--- config.mk ---
export PLATFORM = sky130hd
export DESIGN_NAME = exchange_sort_block
export DESIGN_NICKNAME = d
export VERILOG_FILES = /design/src/hw/rtl/esort_pkg.sv /design/src/hw/rtl/esort_cell.sv /design/src/hw/rtl/exchange_sort_block.sv
export SDC_FILE = /design/constraint.sdc
export NUM_CORES = 1
export LEC_CHECK = 0
export BUFFER_PORTS_ARGS = -buffer_cell sky130_fd_sc_hd__buf_4
export CAP_MARGIN = 20
export CORE_MARGIN = 3
export CORE_UTILIZATION = 50
export CTS_CLUSTER_DIAMETER = 200
export CTS_CLUSTER_SIZE = 28
export DETAILED_ROUTE_END_ITERATION = 16
export PLACE_DENSITY_LB_ADDON = 0.1
export SLEW_MARGIN = 20
export SYNTH_ARGS = -nofsm -noshare
export SYNTH_HDL_FRONTEND = slang
export SYNTH_SLANG_ARGS = --single-unit
--- constraint.sdc ---
create_clock -name clk -period 3.25 [get_ports clk]
set_input_delay 0.325 -clock clk [delete_from_list [all_inputs] [get_ports clk]]
set_output_delay 0.325 -clock clk [all_outputs]
set_load 0.01 [all_outputs]
--- src/hw/rtl/esort_pkg.sv ---
// Shared constants and types for the exchange sort block.
`default_nettype none
package esort_pkg;

  localparam int CAPACITY = 16;
  localparam int DATA_W   = 16;
  localparam int CNT_W    = $clog2(CAPACITY + 1);

  typedef logic signed [DATA_W-1:0] data_t;
  typedef logic [CNT_W-1:0]         count_t;

  // Per-cycle command that every cell of the chain sees.
  typedef struct packed {
    logic insert;     // a new word is placed into the sorted chain
    logic shift_out;  // the chain moves one place toward cell zero
  } cell_ctrl_t;

endpackage
`default_nettype wire

--- src/hw/rtl/esort_cell.sv ---
// One cell of the sorting chain: holds one word and trades with its neighbors.
`default_nettype none
module esort_cell (
  input  wire logic                clk,
  input  wire esort_pkg::cell_ctrl_t ctrl,
  input  wire esort_pkg::data_t    new_value,
  input  wire logic                occupied,
  input  wire logic                left_goes,
  input  wire esort_pkg::data_t    left_value,
  input  wire esort_pkg::data_t    right_value,
  output logic                     goes,
  output esort_pkg::data_t         value
);
  import esort_pkg::*;

  data_t value_r;
  data_t value_nxt;

  // The new word belongs at or before this cell when the cell is empty or
  // holds a larger word; the chain stays ascending from cell zero.
  assign goes  = !occupied || (new_value < value_r);
  assign value = value_r;

  always_comb begin
    value_nxt = value_r;
    if (ctrl.shift_out) begin
      value_nxt = right_value;
    end else if (ctrl.insert && goes) begin
      value_nxt = left_goes ? left_value : new_value;
    end
  end

  always_ff @(posedge clk) begin
    value_r <= value_nxt;
  end

endmodule
`default_nettype wire

--- src/hw/rtl/exchange_sort_block.sv ---
// Top level of the exchange sort block: a chain of insertion cells plus control.
// Throughput: one word per cycle while a set is being collected; busy stays low.
// After the word marked last is taken, busy is high while the chain shifts all the
// words it holds out through cell zero, one per cycle.
// The first result comes out via the drain flag and the result register; the rest
// follow back to back; the receiver cannot stall them. Reset (rst_n low, synchronous)
// empties the set and clears the drop, drain and out_valid flags.
`default_nettype none
module exchange_sort_block (
  input  wire logic             clk,
  input  wire logic             rst_n,
  input  wire logic             start,
  output logic                  busy,
  input  wire esort_pkg::data_t in_value,
  input  wire logic             in_last_in,
  output logic                  out_valid,
  output esort_pkg::data_t      out_sorted_value,
  output logic                  out_last_out,
  output logic                  out_overflow
);
  import esort_pkg::*;

  // Control state: how many words the chain holds, whether any word of the
  // current set was dropped, and whether the chain is being emptied.
  count_t count_r, count_nxt;
  logic   dropped_r, dropped_nxt;
  logic   drain_r, drain_nxt;

  // Result register, so the chain can keep moving while a result is shown.
  logic   out_valid_r, out_valid_nxt;
  data_t  out_value_r, out_value_nxt;
  logic   out_last_r, out_last_nxt;
  logic   out_ovf_r, out_ovf_nxt;

  logic       accept;
  logic       has_room;
  cell_ctrl_t ctrl;

  logic [CAPACITY-1:0] cell_goes;
  logic [CAPACITY-1:0] cell_occupied;
  data_t               cell_value [CAPACITY];

  assign accept   = start && !drain_r;
  assign has_room = (count_r < count_t'(CAPACITY));
  assign busy     = drain_r;

  // A word is inserted only when there is room; otherwise it is dropped and
  // the drop is remembered for every result of this set.
  assign ctrl.insert    = accept && has_room;
  assign ctrl.shift_out = drain_r;

  // The chain of cells. Each cell sees the broadcast word, its left neighbor
  // (which it takes when the word lands further left) and its right neighbor
  // (which it takes while the chain is being emptied).
  for (genvar i = 0; i < CAPACITY; i++) begin : g_cell
    logic  left_goes;
    data_t left_value;
    data_t right_value;

    assign cell_occupied[i] = (count_t'(i) < count_r);

    if (i == 0) begin : g_first
      assign left_goes  = 1'b0;
      assign left_value = in_value;
    end else begin : g_inner
      assign left_goes  = cell_goes[i-1];
      assign left_value = cell_value[i-1];
    end

    if (i == CAPACITY - 1) begin : g_last
      assign right_value = cell_value[i];
    end else begin : g_body
      assign right_value = cell_value[i+1];
    end

    esort_cell u_cell (
      .clk         (clk),
      .ctrl        (ctrl),
      .new_value   (in_value),
      .occupied    (cell_occupied[i]),
      .left_goes   (left_goes),
      .left_value  (left_value),
      .right_value (right_value),
      .goes        (cell_goes[i]),
      .value       (cell_value[i])
    );
  end

  always_comb begin
    count_nxt     = count_r;
    dropped_nxt   = dropped_r;
    drain_nxt     = drain_r;
    out_valid_nxt = 1'b0;
    out_value_nxt = cell_value[0];
    out_last_nxt  = (count_r == count_t'(1));
    out_ovf_nxt   = dropped_r;

    if (drain_r) begin
      // Cell zero always holds the smallest word left; send it and shift.
      out_valid_nxt = 1'b1;
      count_nxt     = count_r - count_t'(1);
      if (count_r == count_t'(1)) begin
        drain_nxt   = 1'b0;
        dropped_nxt = 1'b0;
      end
    end else if (accept) begin
      if (has_room) begin
        count_nxt = count_r + count_t'(1);
      end else begin
        dropped_nxt = 1'b1;
      end
      // The last word always leaves at least one word in the chain.
      if (in_last_in) begin
        drain_nxt = 1'b1;
      end
    end
  end

  always_ff @(posedge clk) begin
    if (!rst_n) begin
      count_r     <= '0;
      dropped_r   <= 1'b0;
      drain_r     <= 1'b0;
      out_valid_r <= 1'b0;
    end else begin
      count_r     <= count_nxt;
      dropped_r   <= dropped_nxt;
      drain_r     <= drain_nxt;
      out_valid_r <= out_valid_nxt;
    end
  end

  always_ff @(posedge clk) begin
    out_value_r <= out_value_nxt;
    out_last_r  <= out_last_nxt;
    out_ovf_r   <= out_ovf_nxt;
  end

  assign out_valid        = out_valid_r;
  assign out_sorted_value = out_value_r;
  assign out_last_out     = out_last_r;
  assign out_overflow     = out_ovf_r;

  // The chain never holds more words than it has cells.
  a_count_bound: assert property (@(posedge clk) disable iff (!rst_n)
    count_r <= count_t'(CAPACITY))
    else $error("word count exceeds chain capacity");

  // Emptying the chain always has a word to send.
  a_drain_nonempty: assert property (@(posedge clk) disable iff (!rst_n)
    drain_r |-> (count_r != '0))
    else $error("drain with empty chain");

  // The final word of a set is followed by a gap in the results.
  a_last_gap: assert property (@(posedge clk) disable iff (!rst_n)
    (out_valid && out_last_out) |=> !out_valid)
    else $error("result directly after final word of a set");

  // Every result comes from a cycle in which the chain was being emptied.
  a_result_from_drain: assert property (@(posedge clk) disable iff (!rst_n)
    out_valid |-> $past(drain_r))
    else $error("result without drain");

endmodule
`default_nettype wire
**After elaboration in Yosys (flattened, before gate mapping)**

Index checks and enable logic that the tools add are counted.

- Register bits after elaboration: 282
- Output and inout bits: 20
- Logic and storage cells: 190

- Add/subtract/negate cells: 2
- Reductions and logical operators: 71
- Order comparisons: 33
- Mux-type cells: 57
- Eq/ne operators: 3
- Bitwise logic cells: 1

Operators with widths:

| kind | count |
|---|---|
| two-way mux 16 bit | 45 |
| < comparator 16 bit | 16 |
| < comparator 4 x 5 -> 1 bit (first input constant) | 8 |
| nonzero test 2 bit | 17 |
| < comparator 3 x 5 -> 1 bit (first input constant) | 4 |
| logical AND 1 bit | 18 |
| logical NOT 1 bit | 17 |
| logical OR 1 bit | 16 |
| two-way mux 5 bit | 3 |
| < comparator 1 x 5 -> 1 bit (first input constant) | 2 |
| < comparator 2 x 5 -> 1 bit (first input constant) | 2 |
| two-way mux 1 bit | 9 |
| adder 5 x 1 -> 5 bit (second input constant) | 1 |
| == test 5 x 1 -> 1 bit (second input constant) | 1 |
| < comparator 5 bit (second input constant) | 1 |
| subtractor 5 x 1 -> 5 bit (second input constant) | 1 |
| AND reduction 2 bit | 2 |
| AND reduction 3 bit | 1 |
| != test 2 x 1 -> 1 bit (second input constant) | 1 |
| != test 2 bit (second input constant) | 1 |
| inverter 1 bit | 1 |

**Logic depth before layout (Yosys ltp)**

- Word-level depth: 6
- Gate-level depth with buffers: 11
- Gate-level depth less buffers: 8

**By module**

A second synthesis with hierarchy kept.

- Cells, all modules: 2095
- Area total of the unflattened synthesis: 20802.5 µm²

By module, submodules not included:

| module | cells each | seq. area each (µm²) | area each (µm²) | instances |
|---|---|---|---|---|
| esort_cell | 125 | 480.5 | 1242.4 | 16 |
| exchange_sort_block | 95 | 520.5 | 923.4 | 1 |

**Worst setup path after synthesis**

OpenSTA, ideal clock, no wires.

- Path kind: flip-flop to flip-flop
- From: register g_cell[13].u_cell.value_r[6]
- To: register g_cell[13].u_cell.value_r[0] (enable)
- Data required time: 2.936 ns
- Period minus slack after synthesis: 2.871 ns
- Arrival: 2.557 ns
- Setup slack: 0.379 ns
- Cell stages (with the launch flop): 12
- Setup time: 0.314 ns
- Cells stage by stage: edfxtp_1 > inv_1 > ha_1 > a21o_1 > a221oi_1 > o2bb2ai_1 > or4b_1 > buf_2 > and2_1 > buf_2 > buf_6 > a21o_1

- Cells in the longest elaborated chain, start to end: 4

RTL lines:

| what | line | text |
|---|---|---|
| start, declared | esort_cell.sv:16 | `data_t value_r;` |
| start signal, assigned | esort_cell.sv:34 | `value_r <= value_nxt;` |
| < comparator 16 bit | esort_cell.sv:21 | `assign goes = !occupied \|\| (new_value < value_r);` |
| logical OR 1 bit | esort_cell.sv:21 |  |
| logical AND 1 bit | esort_cell.sv:28 | `end else if (ctrl.insert && goes) begin` |
| nonzero test 2 bit (no source line) | -- |  |

No other way between the ends.
A chain may end at the register's enable or synchronous reset.

**Worst setup path after layout**

- From: register count_r[1]
- To: register g_cell[1].u_cell.value_r[8] (enable)

- Cells in the longest elaborated chain, start to end: 5

RTL lines:

| what | line | text |
|---|---|---|
| start, declared | exchange_sort_block.sv:25 | `count_t count_r, count_nxt;` |
| start signal, assigned | exchange_sort_block.sv:126 | `count_r <= count_nxt;` |
| < comparator 1 x 5 -> 1 bit | exchange_sort_block.sv:60 | `assign cell_occupied[i] = (count_t'(i) < count_r);` |
| logical NOT 1 bit | esort_cell.sv:21 |  |
| logical OR 1 bit | esort_cell.sv:21 |  |
| logical AND 1 bit (*) | esort_cell.sv:28 |  |
| nonzero test 2 bit (no source line) (*) | -- |  |
| end signal, assigned | esort_cell.sv:34 |  |
| end, declared | esort_cell.sv:16 |  |

Every way passes the cells marked *; elsewhere a longest branch is shown, timed or not.

==> results.cfg <==
[cts]
cts_tree = built
hold_buffers = 0
cts_buffer_depth = 3
clk_pin_slew_ps = 110
cts_root_buf = clkbuf_16
cts_setup_buffers = 0
cts_made_buffers = 14
htreeDepth = 1
cts.sinks = 282
cts_resized = 0
clk_latency_ps = 530

[sta]
slew_headroom = 0.340
report.final.slew_viol_count = 0
hold_viol = 0
worst_pin_slew_ps = 990
whs_ps = 79.5
period_needed_ps = 2940
fmax_mhz = 341
rsz0062_at_grt = no
fin_skew_ps = 46.0
fin_crit_sh = 0.904
setup_tns_ps = 0
finalSetupViolations = 0

[drt]
drt_iter0_drc = 2119
antenna_left = 0
vias_per_cell = 6.66
avgRoutedWirePerCell_um = 26.7
vias = 17450
post-route-drc-count = 0
wl_mm = 70.1
dr.pass1.iters = 8

[yosys]
yosys_warnings = 0
yosysSeqAreaShare = 0.392
netlist.area_leader.share = 0.368
synthArstFlopShare = 0
synth_most_common_cell = nand2_1
ys.flop_type = edfxtp_1
ys_ff_latch = 282
synth_cell_types = 57
synth_cells = 2094
yosys.area.top_type = edfxtp_1
ys_top_cells_by_area = edfxtp_1 37%, ha_1 14%, nand4b_1 9.4%
syn_area_um2 = 20900
synth_edf_count = 256
syn_nets = 2342
netlist_top_cells_count = 306 x nand2_1, 256 x edfxtp_1, 242 x inv_1
avgSynthCellArea_um2 = 9.99

[worst_hold_path]
min_path_type = input pin to register
worstHoldStart = in_last_in
holdPathEnd = busy
hold_path_depth = 3

[finish]
drive_above_1_share = 0.112
nets = 2332
instances_no_fill = 2621
diodes = 0
area.growth.synth_to_final_pct = 6.67

[global_route]
grt_usage = 0.308
grt_overflow_total = 0
first_global_vias = 16580
antenna_found_initial = 1
grt_max_degree = 170
grt_pass1_wl_mm = 104

[floorplanning]
die_area_um2 = 44300
initial_core_util = 0.509
fp.dieH_um = 211
ios = 40
die_x_um = 211
rows = 74
coreArea_um2 = 41100

[run_status]
outcome = completed

[worst_setup_path]
cpMaxStageDelayCell = dfxtp_1
cp-start-kind = register
arrival_ps = 3110
crit_type = register to register
cp_slowest_stage_delay_ps = 510
end_kind = register
rr_worst_depth = 7
required_ps = 3420
cp_cell_sequence = inv_1 > ha_1 > o21ai_1 > a21boi_0 > or4b_1 > and2_1 > a21o_1
r2r_start = count_r[1]
crit_fanout = 16
rrSetupSlack_ps = 310
timing.rr.end = g_cell[1].u_cell.value[8]

[power_and_ir_drop]
power_per_cell_area_nw_per_um2 = 680
power.leakage_nw = 9.18
ir_drop_uv = 328

[placement]
placed_cells = 2600
portBuffers = 39
gp_congestion = 0.886
dp_hpwl_mm = 49.1

[job]
maxCapViolCount = 0
==> layer usage <==
metal / track usage / vias to the layer above / wire length (um)
li1: - / 7855 / -
met1: 0.442 / 8657 / 30600
met2: 0.480 / 799 / 30900
met3: 0.0502 / 137 / 5940
met4: 0.0972 / 2 / 2580
met5: 0 / - / 11
==> power breakdown <==
part,internal [mW],switching [mW],leakage (nW)
sequential,5.61,1.24,2.73
clock,0.879,1.28,0.202
combinational,2.60,3.55,6.24
==> area by class of cell <==
type / instances / area [um2]
timing repair buffer: 128 / 998
multi-input combinational: 1415 / 11100
sequential: 282 / 8210
inverter: 243 / 912
tap: 532 / 666
fill: 3686 / 18800
clock buffer: 20 / 394
clock inverter: 1 / 30.0
==> cell families after synthesis <==
group	count (synthesis)	share of synthesized area
mux	16	0.00772
simple gates	708	0.204
fa+ha+maj	228	0.136
xor+xnor	2	0.000838
compound gates	461	0.181
buf+inv	397	0.0772
flops	282	0.392
==> critical path: cells and delay by family (launching register included) <==
family | cells | cell delay, ps
adders and majority gates | 1 | 220
DFF | 1 | 510
and+or+nand+nor | 2 | 650
AOI/OAI and AO/OA | 3 | 1050
buffers and inverters | 1 | 160
==> cells in the final DEF, fill, tap and decap left out, types with 25 or more instances in the layout <==
master and instances:
dfxtp_1 25, ha_1 228, buf_4 125, a21o_1 44
inv_1 242, nand4b_1 224, a21oi_1 54, nor2_1 41
and4_1 28, nand2b_1 26, o211ai_1 195, o211ai_2 50
edfxtp_1 256, nand2_1 306
==> worst max path at each step <==
stage,start,to,slack (ps),cells after the start
after floorplan,g_cell[13].u_cell.value[6],g_cell[13].u_cell.value[0],380,11
after global placement,in_value[6],g_cell[9].u_cell.value[10],190,8
after detailed placement,in_value[6],g_cell[9].u_cell.value[12],150,8
after CTS,count_r[1],g_cell[1].u_cell.value[5],350,7
after global routing,g_cell[2].u_cell.value[15],g_cell[2].u_cell.value[4],120,8
final,count_r[1],g_cell[1].u_cell.value[8],310,7
==> sequential cells by signal, indices dropped and copies added (netlist names) <==
register / flops
g_cell.u_cell.value: 256
out_sorted_value: 16
count_r: 5
busy: 1
dropped_r: 1
out_last_out: 1
out_overflow: 1
out_valid: 1
==> through the flow <==
| step | instance area, um2 | setup WS [ps] | total power, mW | utilization |
|---|---|---|---|---|
| after detailed placement | 21900 | 154 | 13.0 | 0.532 |
| after floorplan | 20900 | 379 | 10.7 | - |
| after global routing | 22300 | 116 | 16.1 | 0.543 |
| final | 22300 | 313 | 15.2 | 0.543 |
| after global placement | 21900 | 190 | 12.7 | 0.532 |
| after CTS | 22300 | 347 | 15.1 | 0.543 |
No activity file was read; power rests on OpenSTA's default activity.
